<file path="src/rtl/vrt_pkg.sv">
// ----------------------------------------------------------------------------
// vrt_pkg
// Shared types and constants for the voxel ray traversal block.
// ----------------------------------------------------------------------------
package vrt_pkg;

  localparam int ORIGIN_FRACTION_BITS_DEF = 8;
  localparam int VOX_W       = 24;
  localparam int SQRT_STEPS  = 24;
  localparam int IN_DATA_W   = 160;
  localparam int OUT_DATA_W  = 80;
  localparam logic [31:0] SAT32 = 32'hFFFF_FFFF;
  localparam logic [1:0]  AXIS_NONE = 2'd3;

  typedef enum logic [1:0] {
    ST_QUERY = 2'd0,
    ST_HIT   = 2'd1,
    ST_MISS  = 2'd2
  } status_t;

  typedef enum logic [3:0] {
    S_IDLE, S_SQ, S_SQI, S_SQRT, S_AXIS, S_MUL, S_DSI, S_DS, S_DBI, S_DB, S_FIN
  } state_t;

  typedef struct packed {
    logic       load_in;
    logic       sq_en;
    logic       sqrt_init;
    logic       sqrt_step;
    logic       mul_en;
    logic       div_init;
    logic       div_sel;     // 0 spacing, 1 first boundary
    logic       div_step;
    logic       wr_sat;
    logic       wr_spacing;
    logic       wr_boundary;
    logic       out_load;
    logic [1:0] idx;
  } cmd_t;

  typedef struct packed {
    logic axis_zero;
    logic out_free;
  } sts_t;

endpackage

</file>
<file path="src/rtl/vrt_ctrl.sv">
// ----------------------------------------------------------------------------
// vrt_ctrl
// Sequencer: for a start item squares, root, then per axis multiply and two divisions;
// an answer item goes straight to the result state.
module vrt_ctrl #(
  parameter int ORIGIN_FRACTION_BITS = vrt_pkg::ORIGIN_FRACTION_BITS_DEF
) (
  input  logic          clk,
  input  logic          rst_n,
  input  logic          in_valid,
  input  logic          in_mode,
  input  vrt_pkg::sts_t sts,
  output vrt_pkg::cmd_t cmd,
  output logic          in_ready
);

  localparam int NUM_W = ORIGIN_FRACTION_BITS + 33;
  localparam int CNT_W = $clog2(NUM_W + 1);

  vrt_pkg::state_t state_r, state_nxt;
  logic [CNT_W-1:0] cnt_r, cnt_nxt;
  logic [1:0]       idx_r, idx_nxt;

  always_ff @(posedge clk) begin
    if (!rst_n) begin
      state_r <= vrt_pkg::S_IDLE;
      cnt_r   <= '0;
      idx_r   <= '0;
    end else begin
      state_r <= state_nxt;
      cnt_r   <= cnt_nxt;
      idx_r   <= idx_nxt;
    end
  end

  always_comb begin
    state_nxt = state_r;
    cnt_nxt   = cnt_r;
    idx_nxt   = idx_r;
    case (state_r)
      vrt_pkg::S_IDLE: begin
        idx_nxt = '0;
        cnt_nxt = '0;
        if (in_valid) state_nxt = in_mode ? vrt_pkg::S_FIN : vrt_pkg::S_SQ;
      end
      vrt_pkg::S_SQ: begin
        if (idx_r == 2'd2) begin
          idx_nxt   = '0;
          state_nxt = vrt_pkg::S_SQI;
        end else idx_nxt = idx_r + 2'd1;
      end
      vrt_pkg::S_SQI: begin
        cnt_nxt   = '0;
        state_nxt = vrt_pkg::S_SQRT;
      end
      vrt_pkg::S_SQRT: begin
        if (cnt_r == CNT_W'(vrt_pkg::SQRT_STEPS - 1)) begin
          cnt_nxt   = '0;
          state_nxt = vrt_pkg::S_AXIS;
        end else cnt_nxt = cnt_r + CNT_W'(1);
      end
      vrt_pkg::S_AXIS: begin
        if (sts.axis_zero) begin
          if (idx_r == 2'd2) state_nxt = vrt_pkg::S_FIN;
          else idx_nxt = idx_r + 2'd1;
        end else state_nxt = vrt_pkg::S_MUL;
      end
      vrt_pkg::S_MUL: state_nxt = vrt_pkg::S_DSI;
      vrt_pkg::S_DSI: begin
        cnt_nxt   = '0;
        state_nxt = vrt_pkg::S_DS;
      end
      vrt_pkg::S_DS: begin
        if (cnt_r == CNT_W'(NUM_W)) state_nxt = vrt_pkg::S_DBI;
        else cnt_nxt = cnt_r + CNT_W'(1);
      end
      vrt_pkg::S_DBI: begin
        cnt_nxt   = '0;
        state_nxt = vrt_pkg::S_DB;
      end
      vrt_pkg::S_DB: begin
        if (cnt_r == CNT_W'(NUM_W)) begin
          if (idx_r == 2'd2) state_nxt = vrt_pkg::S_FIN;
          else begin
            idx_nxt   = idx_r + 2'd1;
            state_nxt = vrt_pkg::S_AXIS;
          end
        end else cnt_nxt = cnt_r + CNT_W'(1);
      end
      vrt_pkg::S_FIN: begin
        if (sts.out_free) state_nxt = vrt_pkg::S_IDLE;
      end
      default: state_nxt = vrt_pkg::S_IDLE;
    endcase
  end

  always_comb begin
    cmd      = '0;
    cmd.idx  = idx_r;
    in_ready = 1'b0;
    case (state_r)
      vrt_pkg::S_IDLE: begin
        in_ready    = 1'b1;
        cmd.load_in = in_valid;
      end
      vrt_pkg::S_SQ:   cmd.sq_en     = 1'b1;
      vrt_pkg::S_SQI:  cmd.sqrt_init = 1'b1;
      vrt_pkg::S_SQRT: cmd.sqrt_step = 1'b1;
      vrt_pkg::S_AXIS: cmd.wr_sat    = sts.axis_zero;
      vrt_pkg::S_MUL:  cmd.mul_en    = 1'b1;
      vrt_pkg::S_DSI:  cmd.div_init  = 1'b1;
      vrt_pkg::S_DS: begin
        cmd.div_step   = (cnt_r != CNT_W'(NUM_W));
        cmd.wr_spacing = (cnt_r == CNT_W'(NUM_W));
      end
      vrt_pkg::S_DBI: begin
        cmd.div_init = 1'b1;
        cmd.div_sel  = 1'b1;
      end
      vrt_pkg::S_DB: begin
        cmd.div_step    = (cnt_r != CNT_W'(NUM_W));
        cmd.wr_boundary = (cnt_r == CNT_W'(NUM_W));
      end
      vrt_pkg::S_FIN: cmd.out_load = sts.out_free;
      default: ;
    endcase
  end

  a_load_free: assert property (@(posedge clk) disable iff (!rst_n)
    cmd.out_load |-> sts.out_free) else $error("result loaded into busy output");
  a_one_item: assert property (@(posedge clk) disable iff (!rst_n)
    (in_valid && in_ready) |=> !in_ready) else $error("second item taken while busy");
  a_root_cnt: assert property (@(posedge clk) disable iff (!rst_n)
    (state_r == vrt_pkg::S_SQRT) |-> (cnt_r < CNT_W'(vrt_pkg::SQRT_STEPS)))
    else $error("root step count overrun");

endmodule

</file>
<file path="src/rtl/vrt_dp.sv">
// ----------------------------------------------------------------------------
// vrt_dp
// Datapath: ray state, root and divide units, step logic, output register.
// ----------------------------------------------------------------------------
module vrt_dp #(
  parameter int ORIGIN_FRACTION_BITS = vrt_pkg::ORIGIN_FRACTION_BITS_DEF
) (
  input  logic                             clk,
  input  logic                             rst_n,
  input  logic [vrt_pkg::IN_DATA_W-1:0]    in_data,
  input  logic [1:0]                       in_user,
  input  vrt_pkg::cmd_t                    cmd,
  output vrt_pkg::sts_t                    sts,
  input  logic                             out_ready,
  output logic                             out_valid,
  output logic [vrt_pkg::OUT_DATA_W-1:0]   out_data,
  output logic [1:0]                       out_user
);

  localparam int F      = ORIGIN_FRACTION_BITS;
  localparam int NUM_W  = F + 33;
  localparam int DEN_W  = F + 16;
  localparam int PROD_W = F + 25;
  localparam logic [F:0] ONE_F = {1'b1, {F{1'b0}}};

  logic               mode_r, solid_r;
  logic signed [15:0] dir_r [3];
  logic [F-1:0]       frac_r [3];
  logic [15:0]        limit_r;
  logic [23:0]        vox_r [3];
  logic signed [1:0]  step_r [3];
  logic [31:0]        nb_r [3];
  logic [31:0]        sp_r [3];
  logic [1:0]         last_r;
  logic               active_r;
  logic [31:0]        acc_r;
  logic [47:0]        rad_r;
  logic [24:0]        srem_r;
  logic [23:0]        root_r;
  logic [F+24:0]      prod_r;
  logic [NUM_W-1:0]   dnum_r, quo_r;
  logic [DEN_W-1:0]   dden_r, drem_r;
  logic               out_valid_r;
  vrt_pkg::status_t   out_status_r;
  logic [23:0]        out_vox_r [3];
  logic signed [1:0]  out_nrm_r [3];

  // axis unit inputs
  logic signed [15:0] dsel;
  logic [15:0]        mag;
  logic [F:0]         fd;
  logic signed [31:0] sq;
  assign dsel = dir_r[cmd.idx];
  assign mag  = dsel[15] ? (~dsel + 16'd1) : dsel;
  assign fd   = dsel[15] ? {1'b0, frac_r[cmd.idx]} : (ONE_F - {1'b0, frac_r[cmd.idx]});
  assign sq   = 32'(dsel) * 32'(dsel);

  // root step: two radicand bits per cycle
  logic [26:0] st, strial;
  logic        sge;
  assign st     = {srem_r, rad_r[47:46]};
  assign strial = {1'b0, root_r, 2'b01};
  assign sge    = (st >= strial);

  // divide step: one quotient bit per cycle
  logic [DEN_W:0] dt;
  logic           dge;
  logic [31:0]    qsat;
  assign dt   = {drem_r, dnum_r[NUM_W-1]};
  assign dge  = (dt >= {1'b0, dden_r});
  assign qsat = (|quo_r[NUM_W-1:32]) ? vrt_pkg::SAT32 : quo_r[31:0];

  // traversal step
  logic [1:0]  ax;
  logic [31:0] nb_sel;
  logic [32:0] nb_sum;
  logic [23:0] vox_new [3];
  logic        over;
  always_comb begin
    if (nb_r[0] < nb_r[1] && nb_r[0] < nb_r[2]) ax = 2'd0;
    else if (nb_r[1] < nb_r[2]) ax = 2'd1;
    else ax = 2'd2;
    nb_sel = nb_r[ax];
    nb_sum = {1'b0, nb_sel} + {1'b0, sp_r[ax]};
    for (int i = 0; i < 3; i++) begin
      vox_new[i] = (ax == 2'(i)) ? vox_r[i] + {{22{step_r[i][1]}}, step_r[i]} : vox_r[i];
    end
    over = (nb_sel > {8'd0, limit_r, 8'd0});
  end

  assign sts.axis_zero = (dsel == 16'sd0);
  assign sts.out_free  = !out_valid_r || out_ready;

  always_ff @(posedge clk) begin
    if (!rst_n) begin
      active_r    <= 1'b0;
      out_valid_r <= 1'b0;
    end else begin
      if (cmd.out_load) out_valid_r <= 1'b1;
      else if (out_ready) out_valid_r <= 1'b0;
      if (cmd.load_in && !in_user[0]) active_r <= 1'b1;
      else if (cmd.out_load && mode_r && active_r && (solid_r || over)) active_r <= 1'b0;
    end
  end

  always_ff @(posedge clk) begin
    if (cmd.load_in) begin
      mode_r  <= in_user[0];
      solid_r <= in_user[1];
      if (!in_user[0]) begin
        for (int i = 0; i < 3; i++) begin
          logic signed [31:0] o;
          logic signed [15:0] d;
          o = in_data[32*i +: 32];
          d = in_data[96 + 16*i +: 16];
          dir_r[i]  <= d;
          frac_r[i] <= o[F-1:0];
          vox_r[i]  <= 24'(o >>> F);
          step_r[i] <= (d == 16'sd0) ? 2'sd0 : (d[15] ? -2'sd1 : 2'sd1);
        end
        limit_r <= in_data[159:144];
        last_r  <= vrt_pkg::AXIS_NONE;
        acc_r   <= '0;
      end
    end
    if (cmd.sq_en) acc_r <= acc_r + 32'(unsigned'(sq));
    if (cmd.sqrt_init) begin
      rad_r  <= {acc_r, 16'd0};
      srem_r <= '0;
      root_r <= '0;
    end
    if (cmd.sqrt_step) begin
      rad_r <= {rad_r[45:0], 2'b00};
      if (sge) begin
        srem_r <= 25'(st - strial);
        root_r <= {root_r[22:0], 1'b1};
      end else begin
        srem_r <= st[24:0];
        root_r <= {root_r[22:0], 1'b0};
      end
    end
    if (cmd.mul_en) prod_r <= PROD_W'(fd) * PROD_W'(root_r);
    if (cmd.div_init) begin
      drem_r <= '0;
      quo_r  <= '0;
      if (cmd.div_sel) begin
        dnum_r <= {prod_r, 8'd0};
        dden_r <= DEN_W'({mag, {F{1'b0}}});
      end else begin
        dnum_r <= NUM_W'({root_r, 8'd0});
        dden_r <= DEN_W'(mag);
      end
    end
    if (cmd.div_step) begin
      dnum_r <= {dnum_r[NUM_W-2:0], 1'b0};
      quo_r  <= {quo_r[NUM_W-2:0], dge};
      drem_r <= dge ? DEN_W'(dt - {1'b0, dden_r}) : dt[DEN_W-1:0];
    end
    if (cmd.wr_sat) begin
      nb_r[cmd.idx] <= vrt_pkg::SAT32;
      sp_r[cmd.idx] <= vrt_pkg::SAT32;
    end
    if (cmd.wr_spacing)  sp_r[cmd.idx] <= qsat;
    if (cmd.wr_boundary) nb_r[cmd.idx] <= qsat;

    if (cmd.out_load) begin
      if (!mode_r) begin
        out_status_r <= vrt_pkg::ST_QUERY;
        for (int i = 0; i < 3; i++) begin
          out_vox_r[i] <= vox_r[i];
          out_nrm_r[i] <= '0;
        end
      end else if (!active_r) begin
        out_status_r <= vrt_pkg::ST_MISS;
        for (int i = 0; i < 3; i++) begin
          out_vox_r[i] <= '0;
          out_nrm_r[i] <= '0;
        end
      end else if (solid_r) begin
        out_status_r <= vrt_pkg::ST_HIT;
        for (int i = 0; i < 3; i++) begin
          out_vox_r[i] <= vox_r[i];
          out_nrm_r[i] <= (last_r == 2'(i)) ? -step_r[i] : 2'sd0;
        end
      end else begin
        for (int i = 0; i < 3; i++) begin
          vox_r[i]     <= vox_new[i];
          out_vox_r[i] <= over ? 24'd0 : vox_new[i];
          out_nrm_r[i] <= '0;
        end
        nb_r[ax] <= nb_sum[32] ? vrt_pkg::SAT32 : nb_sum[31:0];
        last_r   <= ax;
        if (over) out_status_r <= vrt_pkg::ST_MISS;
        else out_status_r <= vrt_pkg::ST_QUERY;
      end
    end
  end

  assign out_valid = out_valid_r;
  assign out_user  = out_status_r;
  assign out_data  = {2'b00, out_nrm_r[2], out_nrm_r[1], out_nrm_r[0],
                      out_vox_r[2], out_vox_r[1], out_vox_r[0]};

endmodule

</file>
<file path="src/rtl/voxel_ray_traversal_3d.sv">
// ----------------------------------------------------------------------------
// voxel_ray_traversal_3d
// Fixed-point grid walk of a ray; one result item per input item.
// ----------------------------------------------------------------------------
// Answer item: result loaded in one sequencer state (S_FIN), once the output is free.
// Start item: time set by the bit-serial root and the shared one-bit-per-cycle
//   divider, 6 divides; a zero direction component skips its multiply and divides.
// One item in flight; the next is taken once the result is in the output reg.
// Synchronous active-low reset clears the sequencer, ray-active and out valid.
module voxel_ray_traversal_3d #(
  parameter int ORIGIN_FRACTION_BITS = vrt_pkg::ORIGIN_FRACTION_BITS_DEF
) (
  input  logic                           clk,
  input  logic                           rst_n,
  input  logic                           in_tvalid,
  output logic                           in_tready,
  // origin_x, origin_y, origin_z, dir_x, dir_y, dir_z, travel limit
  input  logic [vrt_pkg::IN_DATA_W-1:0]  in_tdata,
  // mode, solid
  input  logic [1:0]                     in_tuser,
  output logic                           out_tvalid,
  input  logic                           out_tready,
  // voxel_x, voxel_y, voxel_z, normal_x, normal_y, normal_z, 2 pad
  output logic [vrt_pkg::OUT_DATA_W-1:0] out_tdata,
  // status
  output logic [1:0]                     out_tuser
);

  vrt_pkg::cmd_t cmd;
  vrt_pkg::sts_t sts;

  vrt_ctrl #(.ORIGIN_FRACTION_BITS(ORIGIN_FRACTION_BITS)) u_ctrl (
    .clk(clk), .rst_n(rst_n), .in_valid(in_tvalid), .in_mode(in_tuser[0]),
    .sts(sts), .cmd(cmd), .in_ready(in_tready)
  );

  vrt_dp #(.ORIGIN_FRACTION_BITS(ORIGIN_FRACTION_BITS)) u_dp (
    .clk(clk), .rst_n(rst_n), .in_data(in_tdata), .in_user(in_tuser),
    .cmd(cmd), .sts(sts), .out_ready(out_tready), .out_valid(out_tvalid),
    .out_data(out_tdata), .out_user(out_tuser)
  );

endmodule

</file>
<file path="config.mk">
export PLATFORM = sky130hd
export DESIGN_NAME = voxel_ray_traversal_3d
export DESIGN_NICKNAME = d
export VERILOG_FILES = /design/src/rtl/vrt_pkg.sv /design/src/rtl/vrt_ctrl.sv /design/src/rtl/vrt_dp.sv /design/src/rtl/voxel_ray_traversal_3d.sv
export SDC_FILE = /design/constraint.sdc
export NUM_CORES = 2
export LEC_CHECK = 0
export BUFFER_PORTS_ARGS = -buffer_cell sky130_fd_sc_hd__buf_2
export CORE_MARGIN = 2
export CORE_UTILIZATION = 55
export DETAILED_ROUTE_END_ITERATION = 8
export MAX_ROUTING_LAYER = met4
export PLACE_DENSITY = 0.74
export REMOVE_ABC_BUFFERS = 1
export SYNTH_ARGS = -nofsm -noshare
export SYNTH_HDL_FRONTEND = slang
export SYNTH_SLANG_ARGS = --single-unit
</file>
<file path="constraint.sdc">
create_clock -name clk -period 12.37 [get_ports clk]
set_clock_uncertainty 0.1 [all_clocks]
set_input_delay 0.6185 -clock clk [delete_from_list [all_inputs] [get_ports clk]]
set_output_delay 0.6185 -clock clk [all_outputs]
set_load 0.005 [all_outputs]
</file>
# Word level (Yosys, flattened, before mapping)
# Memory sizes are Yosys's and may differ from the RTL's. A register that Yosys moved wholly into a read port is not among the register bits.
# Cells that the tools add are included.
# word_totals
ff_bits	312
latch_bits	0
ramBits	420
rom_bits	0
wordCells	283
mem_count	8
# classes
add_sub_neg	14
mul	2
n_div	0
n_lt_le_gt_ge	6
n_eq_ne	28
n_shift	0
mux	142
n_bitwise	25
reduce_logical	34
# memory_table
name	depth	width	read_ports	rd_clocked_by_memory_dff	wr	line_no	rtl
u_dp.nb_r	3	32	4	0	1	vrt_dp.sv:32	logic [31:0] nb_r [3];
u_dp.sp_r	3	32	1	0	1	vrt_dp.sv:33	logic [31:0] sp_r [3];
u_dp.out_vox_r	3	24	3	0	3	vrt_dp.sv:45	logic [23:0] out_vox_r [3];
u_dp.vox_r	3	24	3	0	3	vrt_dp.sv:30	logic [23:0] vox_r [3];
u_dp.dir_r	3	16	1	1	3	vrt_dp.sv:27	logic signed [15:0] dir_r [3];
u_dp.frac_r	3	8	1	1	3	vrt_dp.sv:28	logic [F-1:0] frac_r [3];
2 more memories	--	--	--	--	--	--	
# ops
op	count
$mux W24	23
$mux W32	8
$mux W41	5
$lt A32 B32 Y1	3
$mux W48	2
$mux W2	38
$mux W25	3
$add A24 B24 Y24	3
$logic_not A16 Y1	4
$mux W1	45
$pmux W4 S11	1
$mux W4	10
$add A32 B32 Y33	1
$mul A9 B24 Y33	1
$add A32 B32 Y32	1
$gt A32 B24 Y1	1
$mul A16 B16 Y32	1
$mux W16	2
$reduce_or A32 Y1	1
$ge A27 B26 Y1	1
$ge A25 B24 Y1	1
$sub A25 B25 Y25	1
$sub A24 B24 Y24	1
$or A1 B1 Y1	23
other kinds (37)	71

# Depth between registers and ports, before layout
# An unclocked memory read counts as a cell.
# logic_depth
ltp_word	10
depth_mapped	34

# By module
# Synthesis repeated with hierarchy kept, for this count alone.
# hier_totals
cells_unflattened	5750
area_unflattened_um2	57843.0
# modules_own_cells
module	instances	cells_each	area_each_um2
vrt_dp	1	5607	56759.4
vrt_ctrl	1	143	1083.5

# Least setup slack after synthesis
# OpenSTA, ideal clock, no wires.
# synth_path
path_kind	register to register
startpoint	register u_ctrl.state_r[0]
endpoint	register u_dp.dnum_r[10], enable pin
t_arrival_ns	7.767
t_required_ns	11.580
slack_ns	3.813
stages_incl_launch_ff	6
synth_period_minus_slack_ns	8.557
path_cell_list	dfxtp_1 > clkbuf_1 > clkbuf_1 > a21oi_1 > o21ai_0 > o21ai_0
# synth_via
elab_chain_cells	4
# synth_rtl
item	line_no	rtl
start: declaration	vrt_ctrl.sv:20	vrt_pkg::state_t state_r, state_nxt;
start signal: assignment	vrt_ctrl.sv:26	state_r <= vrt_pkg::S_IDLE;
start signal: assignment	vrt_ctrl.sv:30	state_r <= state_nxt;
$eq A4 B3 Y1 / $eq A4 B4 Y1 (equally long branches)	vrt_ctrl.sv:101	case (state_r)
$reduce_or A2 Y1 (no line)	--	
$mux W1, on equally long branches	--	
$reduce_bool A2 Y1 (no line) *	--	
end signal: assignment	vrt_dp.sv:147	dnum_r <= {prod_r, 8'd0};
end signal: assignment	vrt_dp.sv:150	dnum_r <= NUM_W'({root_r, 8'd0});
end signal: assignment	vrt_dp.sv:155	dnum_r <= {dnum_r[NUM_W-2:0], 1'b0};
end: declaration	vrt_dp.sv:41	logic [NUM_W-1:0] dnum_r, quo_r;
# Every way passes the cells marked *; elsewhere a longest branch is shown, timed or not.
# A chain may end at the register's enable or synchronous reset.

==> implementation parameters <==
Parameter                              Value

Run status
  Status    finished, final reports clean

Yosys
  Synth Area in XOR/XNOR    3.41%
  Post-synth cell types    94
  Simple-gate area share of the yosys netlist    13.4%
  Yosys warnings    0
  Top cell type by total area after synthesis    sky130_fd_sc_hd__edfxtp_1
  Multiplexer area fraction after synthesis    2.52%
  Share of flip-flops with an asynchronous set or reset after synthesis    0%
  Post-synthesis register bit count    726
  Synth top cells by count    sky130_fd_sc_hd__inv_1 (714), sky130_fd_sc_hd__edfxtp_1 (708), sky130_fd_sc_hd__nand2_1 (626)
  Area of the mapped netlist    56300 sq um
  Synth top area share    a little under two fifths
  Number of flops mapped to enable cells by yosys    708
  Library cell with the highest instance count after synthesis    sky130_fd_sc_hd__inv_1
  Cell types occupying the most area after synthesis    sky130_fd_sc_hd__edfxtp_1 (38%), sky130_fd_sc_hd__fa_1 (15%), sky130_fd_sc_hd__ha_1 (9.6%)
  Synthesized-area fraction occupied by adder cells    24.6%
  Mean area per synthesized cell    between 10 and 15 sq um
  Sequential element share of the synthesized area    between 30% and 40%
  Top_reg_cell synth    sky130_fd_sc_hd__edfxtp_1
  Dominant combinational cell family by area after synthesis    adder cells
  Synthesized instance count    5481
  Fraction of the mapped netlist area in compound gates    11.3%

Drt
  Iteration-0 DRC Markers    3112
  DRC violations left    0
  Count of vias placed by the detailed router    40.5k
  Via density per instance    5.68
  Detailed-routing iteration count for the pre-antenna-repair pass    6
  DRT Wirelength    136000 microns
  DR WL/cell    19.1 microns
  Count of nets left with antenna violations after detail routing    0

STA
  Setup total negative slack    0 ns
  Final Cycle Share    a little under three quarters
  Unrepaired setup endpoints after global routing    no
  Final number of max-transition violations    0
  Min Tclk post-route    8.79 ns
  Smallest setup slack after layout    around 3.6 ns
  Maximum clock frequency    ~0.11 GHz
  Hold_ws    0.0397 ns
  Worst-case headroom to the max-slew limit    21.5%
  Slew @ Worst Pin    ~1.2 ns
  Number of endpoints failing setup at the final stage    0
  Final hold vios    0

Clock tree
  Clock root buffer master    sky130_fd_sc_hd__clkbuf_16
  Clock slew at the register clock pins of the worst setup and hold paths    0.06 ns
  Total CTS buffers    83
  Maximum level of the CTS H-tree    3
  Post-CTS Setup Inserts    0
  CTS sink count    roughly 730
  Worst-skew pair later-pin latency    0.68 ns
  CTS tree    done
  Maximum root-to-sink buffer count    3

Global route
  Largest net degree at the start of global routing    79
  Antenna violations before repair    6
  Total track usage    26.9%
  Via count of the first global-routing pass    between 40k and 50k
  Wire length of the first global-routing pass    218000 microns
  Global route overflow    0

Hold path
  Worst min-delay path class    input port to flop

Floorplan
  Top-level port count    between 200 and 300
  Die H    324 microns
  Core Rows    117
  Initial standard-cell utilization of the core    55.4%
  Floorplan die width    324 microns
  Floorplan core area    102000 sq um
  Die Outline Area    105000 sq um

Finish
  Fillcell total    8336
  Layout area overhead    10.1%
  Share of final-layout standard cells stronger than drive strength 1    8.77%
  Nets    6718
  Final Core Density    around 61%

Setup path
  Peak per-stage delay on the critical path    0.98 ns
  CP Class    flop to flop
  Data arrival at the endpoint of the critical path    9.11 ns
  Critical Path End Type    flop
  CP delay by family, top    adder cells
  Maximum net fanout on the critical path    24
  Startpoint type of the worst setup path    flop
  Buffer and inverter count on the worst path    6
  Slowest CP cell    sky130_fd_sc_hd__dfxtp_2
  Required time at the worst-slack endpoint    12.69 ns

Placed design
  Count of input and output buffers    about 250
  Post-detailed-placement half-perimeter wirelength    100000 microns
  Pre-CTS setup slack    3.61 ns
  Placer Congestion    between 0.9 and 1

Job
  Count of max-cap constraint violations    0
cells in the final DEF (no fill, tap or decap), drive strengths merged, types with 20 or more instances in the layout:
cell type    count
a211oi          28
buf            306
nand4           26
o21ai          265
a21oi          231
clkinv          36
inv            719
o22a            33
nor2b           41
nand2b          66
xnor2          157
and3            40
or3             25
ha             432
a21o           105
clkbuf          98
nor3            72
edfxtp         708
dlygate4sd3     36
fa             423
a31oi           69
xor2            62
mux2i          134
o21a            56
nor2           411
a22o            49
o21bai          20
nand3           55
nor4            48
and2           173
nand2          627
cell families (layout without fill, tap and decap cells):
kind of cell / Yosys count / in the layout
buf+inv: 931 / 1206
simple gates: 1623 / 1623
flops: 726 / 726
fa+ha+maj: 855 / 855
other cells: 1 / 6
compound gates: 985 / 985
xor+xnor: 219 / 219
mux: 141 / 141
timing repair:
item	in CTS	in global routing
setup endpoints to repair	0	0
hold endpoints to repair	35	1
resized for setup	0	0
hold buffers	35	1
layer usage:
layer	track usage [%]	share of wire [%]
met3	4.18	6.6
met1	35.6	43
met5	-	0
met4	10.1	3.7
met2	42.1	47
cell type report:
class	count	area, sq um	area share, %
antenna	4	10.0	0.0161
timing repair buffer	342	2040	3.29
clock inverter	47	467	0.753
multi-input combinational	3825	31300	50.5
sequential	726	21600	34.9
clock buffer	98	2130	3.44
inverter	719	2700	4.35
tap	1368	1710	2.76
stage by stage:
step / area, sq um / instances
2_1_floorplan: 55400 / 5270
3_3_place_gp: 59000 / 6944
3_5_place_dp: 59000 / 6944
4_1_cts: 62000 / 7124
5_1_grt: 62000 / 7129
6_report: 62000 / 7129
state kept, by name (all words and copies together), names as in the netlist, 2 cells and up, named ones only:
name,count
u_dp.nb_r,96
u_dp.sp_r,96
u_dp.out_vox_r,72
u_dp.vox_r,72
u_dp.dir_r,48
u_dp.quo_r,41
u_dp.dnum_r,33
u_dp.prod_r,33
u_dp.acc_r,32
u_dp.rad_r,32
u_dp.srem_r,25
u_dp.dden_r,24
u_dp.drem_r,24
u_dp.frac_r,24
u_dp.root_r,24
u_dp.limit_r,16
u_ctrl.cnt_r,6
u_dp.out_nrm_r,6
u_dp.step_r,6
u_ctrl.state_r,4
u_ctrl.idx_r,2
u_dp.last_r,2
u_dp.out_user,2
worst register-to-register path, delay by kind of cell (launching register included):
kind | cells | cell delay (ns)
AOI/OAI and AO/OA | 9 | 1.71
xor gates and xnor gates | 2 | 0.57
adders and majority gates | 6 | 2.40
buffers and inverters | 6 | 1.04
DFF | 1 | 0.98
muxes | 1 | 0.32
and+or+nand+nor | 4 | 1.41
path summary, 6_finish.rpt:
check / to / slack, ns / start / cells after the start
worst max-delay path: u_dp.prod_r[32]$_DFFE_PP_ / 3.58 / flop / 28
worst min register to register: u_dp.rad_r[47]$_DFFE_PP_ / 0.39 / u_dp.rad_r[45]$_DFFE_PP_ / 2
worst max register to register: u_dp.prod_r[32]$_DFFE_PP_ / 3.58 / flop / 28
worst min-delay path: u_dp.dir_r[2][2]$_DFFE_PP_ / 0.04 / in_tdata[130] / 1
Power is left out: the tool's default activity adds up to more than one toggle a clock period on the data nets, which glitch-free logic cannot reach.
